File: src/hw/rtl/phm_fifo.sv
// Four-entry result queue taking up to two beats per cycle, releasing one.
`default_nettype none

module phm_fifo #(
    parameter type entry_t = logic
) (
    input  wire logic       clk,
    input  wire logic       rst_n,
    input  wire logic [1:0] push_cnt,
    input  entry_t          push_a,
    input  entry_t          push_b,
    input  wire logic       pop,
    output logic            out_valid,
    output entry_t          out_data,
    output logic [2:0]      level
);

    entry_t      entries_reg [4];
    logic [1:0]  wr_ptr_reg;
    logic [1:0]  wr_ptr_next;
    logic [1:0]  rd_ptr_reg;
    logic [1:0]  rd_ptr_next;
    logic [2:0]  count_reg;
    logic [2:0]  count_next;
    logic        do_pop;

    assign do_pop    = pop && (count_reg != 3'd0);
    assign out_valid = (count_reg != 3'd0);
    assign out_data  = entries_reg[rd_ptr_reg];
    assign level     = count_reg;

    always_comb
    begin
        wr_ptr_next = wr_ptr_reg + push_cnt;
        rd_ptr_next = rd_ptr_reg + {1'b0, do_pop};
        count_next  = count_reg + {1'b0, push_cnt} - {2'b00, do_pop};
    end

    always_ff @(posedge clk)
    begin
        if (push_cnt != 2'd0)
        begin
            entries_reg[wr_ptr_reg] <= push_a;
        end
        if (push_cnt == 2'd2)
        begin
            entries_reg[wr_ptr_reg + 2'd1] <= push_b;
        end
    end

    always_ff @(posedge clk or negedge rst_n)
    begin
        if (!rst_n)
        begin
            wr_ptr_reg <= 2'd0;
            rd_ptr_reg <= 2'd0;
            count_reg  <= 3'd0;
        end
        else
        begin
            wr_ptr_reg <= wr_ptr_next;
            rd_ptr_reg <= rd_ptr_next;
            count_reg  <= count_next;
        end
    end

endmodule

`default_nettype wire

File: config.mk
export PLATFORM = sky130hd
export DESIGN_NAME = phm_fifo
export DESIGN_NICKNAME = d
export VERILOG_FILES = /design/src/hw/rtl/phm_fifo.sv
export SDC_FILE = /design/constraint.sdc
export NUM_CORES = 1
export LEC_CHECK = 0
export BUFFER_PORTS_ARGS = -buffer_cell sky130_fd_sc_hd__buf_2
export CAP_MARGIN = 20
export CORE_MARGIN = 2
export CORE_UTILIZATION = 47
export CTS_CLUSTER_DIAMETER = 80
export CTS_CLUSTER_SIZE = 12
export DETAILED_ROUTE_END_ITERATION = 8
export PLACE_DENSITY = 0.72
export SLEW_MARGIN = 20
export SYNTH_ARGS = -nofsm -noshare
export SYNTH_HDL_FRONTEND = slang
export SYNTH_SLANG_ARGS = --single-unit
File: constraint.sdc
create_clock -name clk -period 1.5 [get_ports clk]
set_input_delay 0.3 -clock clk [delete_from_list [all_inputs] [get_ports clk]]
set_output_delay 0.3 -clock clk [all_outputs]
set_load 0.005 [all_outputs]
## Word-level counts from Yosys, hierarchy flattened

Memory sizes are Yosys's and may differ from the RTL's.
Cells that the tools add are included.

- Multiplexer cells: 4
- Reduce and logical (&&, ||, !) cells: 3
- Add/sub/neg operators: 5
- Equal/unequal tests: 1

Operators with widths:

| kind | count |
|---|---|
| $mux W1 | 4 |
| $add A3 B2 Y3 | 1 |
| $reduce_bool A3 Y1 | 1 |
| $sub A3 B1 Y3 | 1 |
| $add A2 B1 Y2 | 1 |
| $add A2 B1 Y2 const B | 1 |
| $add A2 B2 Y2 | 1 |
| $eq A2 B2 Y1 const B | 1 |
| $reduce_bool A2 Y1 | 1 |
| $logic_and A1 B1 Y1 | 1 |

- Memories kept: 1
- Output and inout port bits: 5
- Bits in registers: 7
- Memory bits (writable): 4
- Input bits: 7

Memory list:

| memory | depth | bits a word | rd ports | clocked after Yosys merged registers in | write ports | RTL line | source |
|---|---|---|---|---|---|---|---|
| entries_reg | 4 | 1 | 1 | 0 | 2 | 18 | `entry_t entries_reg [4];` |

## Longest topological paths before layout

Gate-level depths: netlist (run 1).

- Depth in word-level cells: 3
- Depth in mapped cells: 6

## Worst setup path before layout (run 1)

Ideal clock, no wire load.

- Path kind: input to register
- Start point: in push_cnt[1]
- End point: reg count_reg[2] (netlist: level[2])
- Stages: 6
- Data required time: 1.377 ns
- Slack: 0.022 ns
- Arrival time: 1.355 ns
- Setup time: 0.123 ns
- Cells stage by stage: clkbuf_2 > inv_1 > ha_1 > inv_1 > fa_1 > xnor2_1

- Longest elaborated chain between the ends: 2

Ends and longest elaborated chain:

| item | RTL line | source |
|---|---|---|
| start: declaration | 9 | `input wire logic [1:0] push_cnt,` |
| $add A3 B2 Y3 | 36 | `count_next = count_reg + {1'b0, push_cnt} - {2'b00, do_pop};` |
| $sub A3 B1 Y3 | 36 |  |
| named net count_next[2] | 24 | `logic [2:0] count_next;` |
| end signal: assignment | 63 | `count_reg <= count_next;` |
| end: declaration | 23 | `logic [2:0] count_reg;` |

The timed path passes the listed nets, and every way through them passes these cells.

## Worst setup path in the final report (run 1)

- Start point: reg rd_ptr_reg[0]
- End point: out out_data

- Longest elaborated chain between the ends: 1

Ends and longest elaborated chain:

| item | RTL line | source |
|---|---|---|
| start: declaration | 21 | `logic [1:0] rd_ptr_reg;` |
| start signal: assignment | 62 | `rd_ptr_reg <= rd_ptr_next;` |
| $mem_v2 Z4 W1 | -- |  |
| end: declaration | 14 | `output entry_t out_data,` |

Every way passes these cells.

==> results.cfg, run 1 <==
[run_status]
status = finished, violations left
violations = setup timing

[pwr]
seq_power_share_pct = 37.2
leakagePower_uw = 0.000371
p_per_area_mw_per_mm2 = 1900
power_switching_share_pct = 33.7
p_int_uw = 1060
peakVddDrop_v = 0.00122
p_clk_share_pct = 12.5
comb_power_share_pct = 50.3
power.switching_uw = 539

[grt]
track_usage_pct = 16.8
grt_overflow = 0
grt_antenna_before_repair = 0
grt_pass1_vias = 422
grt_pass1_wl_um = 1730
grt_max_degree = 12

[worst_setup_path]
crit_fanout = 2
reg2reg_to = level[1]
reg2reg_from = level[0]
startpoint_type = register
crit_arrival_ps = 1280
ff2ff_path_depth = 5
rrSetupSlack_ps = -50
required_ps = 1200
end_kind = primary output
critical_path_class = reg2out

[layout]
drive_above_1_share_pct = 39.7
nNetsFinal = 85
antennaDiodeCount = 0
area_growth_pct = 28.6
largest_reg_flops = 4

[place]
place_ws_ps = 58.4
port_buffers = 11
routabilityCongestion = 0.703
dp_hpwl_um = 803

[yosys]
yosysTopAreaCell = dfrtp_1
synth_area_leaders = dfrtp_1, edfxtp_1, xnor2_1, ha_1, mux2_1
syn_area_per_cell_um2 = 13.1
syn_area_um2 = 656
yosys_warnings = 0
ys_types = 26
synthCells = 50
yosysSeqAreaShare_pct = 45.0
yosysTopAreaCellShare_pct = 26.7
synth-seq-cells = 11
synth_fp_nets = 61

[cts]
cts_buffers = 3
ctsRootBufferMaster = clkbuf_4
cts.sinks = 11
clockBufferDepth = 2
clk_latency_ps = 270
cts_tree = done
clkTransAtPathRegs_ps = 70
htreeDepth = 1

[min_path]
hold_start = pop
hold_depth = 3
hold_path.class = in2reg
hold_path_end = rd_ptr_reg[0]

[drt]
finalWirelength_um = 1100
firstDrtPassIters = 4
vias = 460
drt_iter0_markers = 3
route.detailed.drc = 0
ant_nets = 0
viasPerCell = 5.23
avgRoutedWirePerCell_um = 12.5

[sta]
worst_pin_slew_ps = 377
timing.fmax_mhz = 632
final.setup_skew_ps = 4.16
finalSetupViolCount = 3
grt_setup_unrepaired = yes
setup_ws_ps = -83.0
hold_violations = 0
finalSetupTns_ps = -183
slew_viol_final = 0
slew_headroom_pct = 74.5
period_needed_ps = 1580
whs_ps = 348
timing.final.crit_share_pct = 106

[floorplan]
ioPinCount = 12
start_util_pct = 50.4
fp-row-count = 13
dieArea_mm2 = 0.00171
die_h_um = 41.4
core_area_mm2 = 0.00130
dieWidth_um = 41.4

[job]
maxCapViolations = 0
## critical path: stages (launching register included)
cell	delay, ps
dfrtp_1	380
mux4_2	490
buf_2	140
## layer usage
| layer | up-vias | GRT usage, % | routed length, um |
|---|---|---|---|
| met5 | - | 0 | 0 |
| met4 | 0 | 9.68 | 24 |
| met3 | 5 | 6.38 | 60 |
| met2 | 9 | 25.8 | 520 |
| met1 | 214 | 20.0 | 490 |
| li1 | 232 | - | - |
## synthesized netlist by cell type
master	number
and4bb_1	2
a311o_1	1
edfxtp_1	4
mux4_2	1
dfrtp_1	7
fa_1	1
o21bai_1	1
o31ai_1	1
inv_1	5
clkbuf_2	1
o311ai_1	1
mux2i_1	2
xnor2_1	6
o211ai_1	1
nor4b_2	1
or3_1	1
or3b_1	1
buf_2	1
ha_1	3
o311ai_0	1
mux2_1	3
nor2_1	1
nor2b_1	1
and3b_2	1
mux2_2	1
nand4b_1	1
## worst max-delay path by stage
stage                        from  endpoint  cells after the start
finish              rd_ptr_reg[0]  out_data                      2
detailed placement    push_cnt[1]  level[2]                      6
global route        rd_ptr_reg[0]  out_data                      2
global placement      push_cnt[1]  level[2]                      6
floorplan             push_cnt[1]  level[2]                      6
CTS                 rd_ptr_reg[0]  out_data                      2
## what timing repair did
action / in CTS / in global routing
setup buffers: 5 / 0
endpoints found under the hold margin: 7 / 0
hold buffers: 1 / 0
setup endpoints to repair: 2 / 4
pin swaps: 1 / 1
resized for setup: 4 / 2
## metrics by stage
step | cells | area, um^2 | total power, uW | utilization [%]
final | 88 | 843 | 1600 | 64.8
after global placement | 78 | 749 | 1230 | 57.6
after global routing | 88 | 843 | 1750 | 64.8
after detailed placement | 78 | 749 | 1250 | 57.6
after CTS | 88 | 837 | 1600 | 64.3
after floorplan | 50 | 656 | 1020 | -
## layout make-up
cell class | instances | area [um^2]
fill | 105 | 458
multi-input combinational | 32 | 337
sequential | 11 | 295
timing repair buffer | 21 | 148
clock buffer | 4 | 26.3
inverter | 5 | 18.8
tap | 15 | 18.8
## cells in the final DEF, fill, tap and decap left out, types with 2 or more instances in the layout
master,count
buf_2,11
dfrtp_1,7
xnor2_1,6
inv_1,5
buf_4,5
edfxtp_1,4
buf_6,4
mux2_1,3
clkbuf_4,3
mux2i_1,2
and4bb_1,2
ha_1,2
## cells by family after synthesis
| family | Yosys count | synth area share [%] |
|---|---|---|
| compound gates | 6 | 7.64 |
| xor+xnor | 6 | 8.02 |
| fa+ha+maj | 4 | 8.78 |
| buf+inv | 7 | 4.39 |
| flops | 11 | 45.0 |
| mux | 7 | 13.4 |
| simple gates | 9 | 12.8 |
## power groups by stage
| stage | Sequential [uW] | Clock, uW | Combinational (uW) |
|---|---|---|---|
| after CTS | 594 | 209 | 799 |
| final | 595 | 200 | 806 |
| after global placement | 601 | 0 | 628 |
| after detailed placement | 608 | 0 | 647 |
| after global routing | 622 | 226 | 900 |
| after floorplan | 585 | 0 | 438 |
Note: power is estimated with default switching activity, not from simulation.
==> run 2, diff against run 1 <==
--- a/config.mk
+++ b/config.mk
@@ -5,6 +5,7 @@
 export SDC_FILE = /design/constraint.sdc
 export NUM_CORES = 1
 export LEC_CHECK = 0
+export ABC_AREA = 1
 export BUFFER_PORTS_ARGS = -buffer_cell sky130_fd_sc_hd__buf_2
 export CAP_MARGIN = 20
 export CORE_MARGIN = 2
==> run 2 against run 1 <==
Against the previous run:
- the flow now finishes without violations
- sequential share of layout area up 1.7 points
- cell count is 23% higher
- maximum frequency increased by 5.7%
- critical endpoint is now level[2]
- global-route usage is 0.12 points lower
- utilization shrank 2.7 points
- sequential power rose by 1%
- setup slack better by 86 ps
==> results.cfg, run 2 <==
[cts]
cts.sinks = 11
ctsRootBufferMaster = clkbuf_4
cts_buffers = 3
clockBufferDepth = 2
htreeDepth = 1
cts_tree = done
clkTransAtPathRegs_ps = 60
clk_latency_ps = 260

[sta]
whs_ps = 353
slew_headroom_pct = 79.7
period_needed_ps = 1500
hold_violations = 0
finalSetupViolCount = 0
timing.final.crit_share_pct = 99.8
timing.fmax_mhz = 668
grt_setup_unrepaired = yes
final.setup_skew_ps = 8.53
slew_viol_final = 0
worst_pin_slew_ps = 303

[grt]
grt_max_degree = 9
grt_pass1_vias = 541
track_usage_pct = 16.7
grt_pass1_wl_um = 2170
grt_overflow = 0
grt_antenna_before_repair = 0

[yosys]
async_flop_share_pct = 63.6
syn_area_per_cell_um2 = 8.91
synthCells = 74
ys.flop_type = dfrtp_1
yosysSeqAreaShare_pct = 44.8
syn_area_um2 = 659
yosys_warnings = 0
ys_types = 20
synth-edff-count = 4
yosysTopAreaCell = dfrtp_1
yosysTopAreaCellShare_pct = 26.6
synth_area_leaders = dfrtp_1, edfxtp_1, nand2_1, ha_1, nand4_1
synth-seq-cells = 11
yosys.cell_count.top_type = nand2_1
ys_top_cells_by_count = nand2_1, inv_1, dfrtp_1
synth_fp_nets = 85

[place]
routabilityCongestion = 0.770
dp.cells = 102
place_area_um2 = 757
port_buffers = 11
dp_hpwl_um = 994

[pwr]
p_clk_share_pct = 13.2
p_per_area_mw_per_mm2 = 1830
power.switching_uw = 602
p_total_uw = 1480
peakVddDrop_v = 0.00109
leakagePower_uw = 0.000409
comb_power_share_pct = 46.1
power_switching_share_pct = 40.8
p_int_uw = 876
seq_power_share_pct = 40.7

[drt]
ant_nets = 0
firstDrtPassIters = 4
route.detailed.drc = 0
viasPerCell = 5.05
finalWirelength_um = 1230
drt_iter0_markers = 4
vias = 545
avgRoutedWirePerCell_um = 11.4

[floorplan]
die_h_um = 41.5
ioPinCount = 12
dieWidth_um = 41.5
core_area_mm2 = 0.00130
start_util_pct = 50.7
dieArea_mm2 = 0.00172
fp-row-count = 13

[layout]
seq_area_um2 = 297
post-route-util_pct = 62.1
instances_no_fill = 108
largest_reg_flops = 4
fin_area_um2 = 808
drive_above_1_share_pct = 32.3
fill_cells = 132
antennaDiodeCount = 0
area_growth_pct = 22.6
final_cell_mix = nand2_1, buf_2, inv_1
nNetsFinal = 105
final_common_cell = nand2_1
multi_input_area_um2 = 330

[worst_setup_path]
crit_arrival_ps = 1640
crit_fanout = 2
end_kind = register
startpoint_type = register
critical_path_class = reg2reg
required_ps = 1640

[min_path]
hold_path.class = in2reg

[run_status]
status = finished, final reports clean

[job]
maxCapViolations = 0
-- run 2: critical path, stage by stage, from the launching register on --
cell	delay [ps]
dfrtp_1	400
nor2_2	120
nand2_2	70
nand3_2	90
o21ai_2	60
ha_2	170
fa_2	340
nand2_1	70
nand2_1	60
-- run 2: kinds of logic (layout without fill, tap and decap cells) --
| group | after synthesis | count (layout) | share of synthesized area [%] |
|---|---|---|---|
| AND/OR/NAND/NOR | 37 | 37 | 27.1 |
| buffers and inverters | 12 | 31 | 7.97 |
| flip-flops | 11 | 11 | 44.8 |
| AO/OA/AOI/OAI | 8 | 8 | 8.73 |
| adder cells (fa/ha/maj) | 4 | 4 | 8.73 |
| XOR/XNOR | 2 | 2 | 2.66 |
-- run 2: what timing repair did --
item,in CTS,in global routing
setup endpoints to repair,2,4
resized for setup,0,3
buffers inserted,1,0
hold buffers,1,0
endpoints found under the hold margin,7,0
pin swaps,0,0
-- run 2: path summary, 6_finish.rpt --
check / from / slack [ps] / to / depth (start not counted)
min in group asynchronous: rst_n / 390 / level[0] / 2
worst max-delay path: level[2] / 3 / level[2] / 8
max in group asynchronous: rst_n / 930 / rd_ptr_reg[0] / 2
worst min-delay path: push_a / 350 / entries_reg[0] / 3
worst max register to register: level[2] / 3 / level[2] / 8
worst min register to register: rd_ptr_reg[1] / 570 / rd_ptr_reg[1] / 2
-- run 2: cell type report --
| class | count | area share (%) |
|---|---|---|
| clock buffers | 4 | 3.25 |
| inverters | 11 | 5.11 |
| multi-input cells | 51 | 40.9 |
| flip-flops and latches | 11 | 36.7 |
| well taps | 15 | 2.32 |
| repair buffers | 16 | 11.8 |
-- run 2: stage by stage --
| step | setup WS (ps) | TNS, ps |
|---|---|---|
| global route | -103 | -136 |
| global placement | 42.9 | 0 |
| floorplan | -31.4 | -45.4 |
| finish | 2.80 | 0 |
| CTS | -22.1 | -22.1 |
| detailed placement | -37.1 | -39.7 |
-- run 2: power by group through the flow --
stage | registers, uW | clock network, uW | logic [uW]
2_1_floorplan | 562 | 0 | 481
3_3_place_gp | 593 | 0 | 620
3_5_place_dp | 600 | 0 | 662
4_1_cts | 594 | 200 | 681
5_1_grt | 623 | 213 | 787
6_report | 602 | 195 | 682
-- run 2: metal layers --
layer	vias up	track usage (%)	share of wire [%]
met1	239	20.2	45
met2	10	26.9	49
met4	0	11.6	2.8
met5	-	0	0
met3	4	2.61	3.3
li1	292	-	-
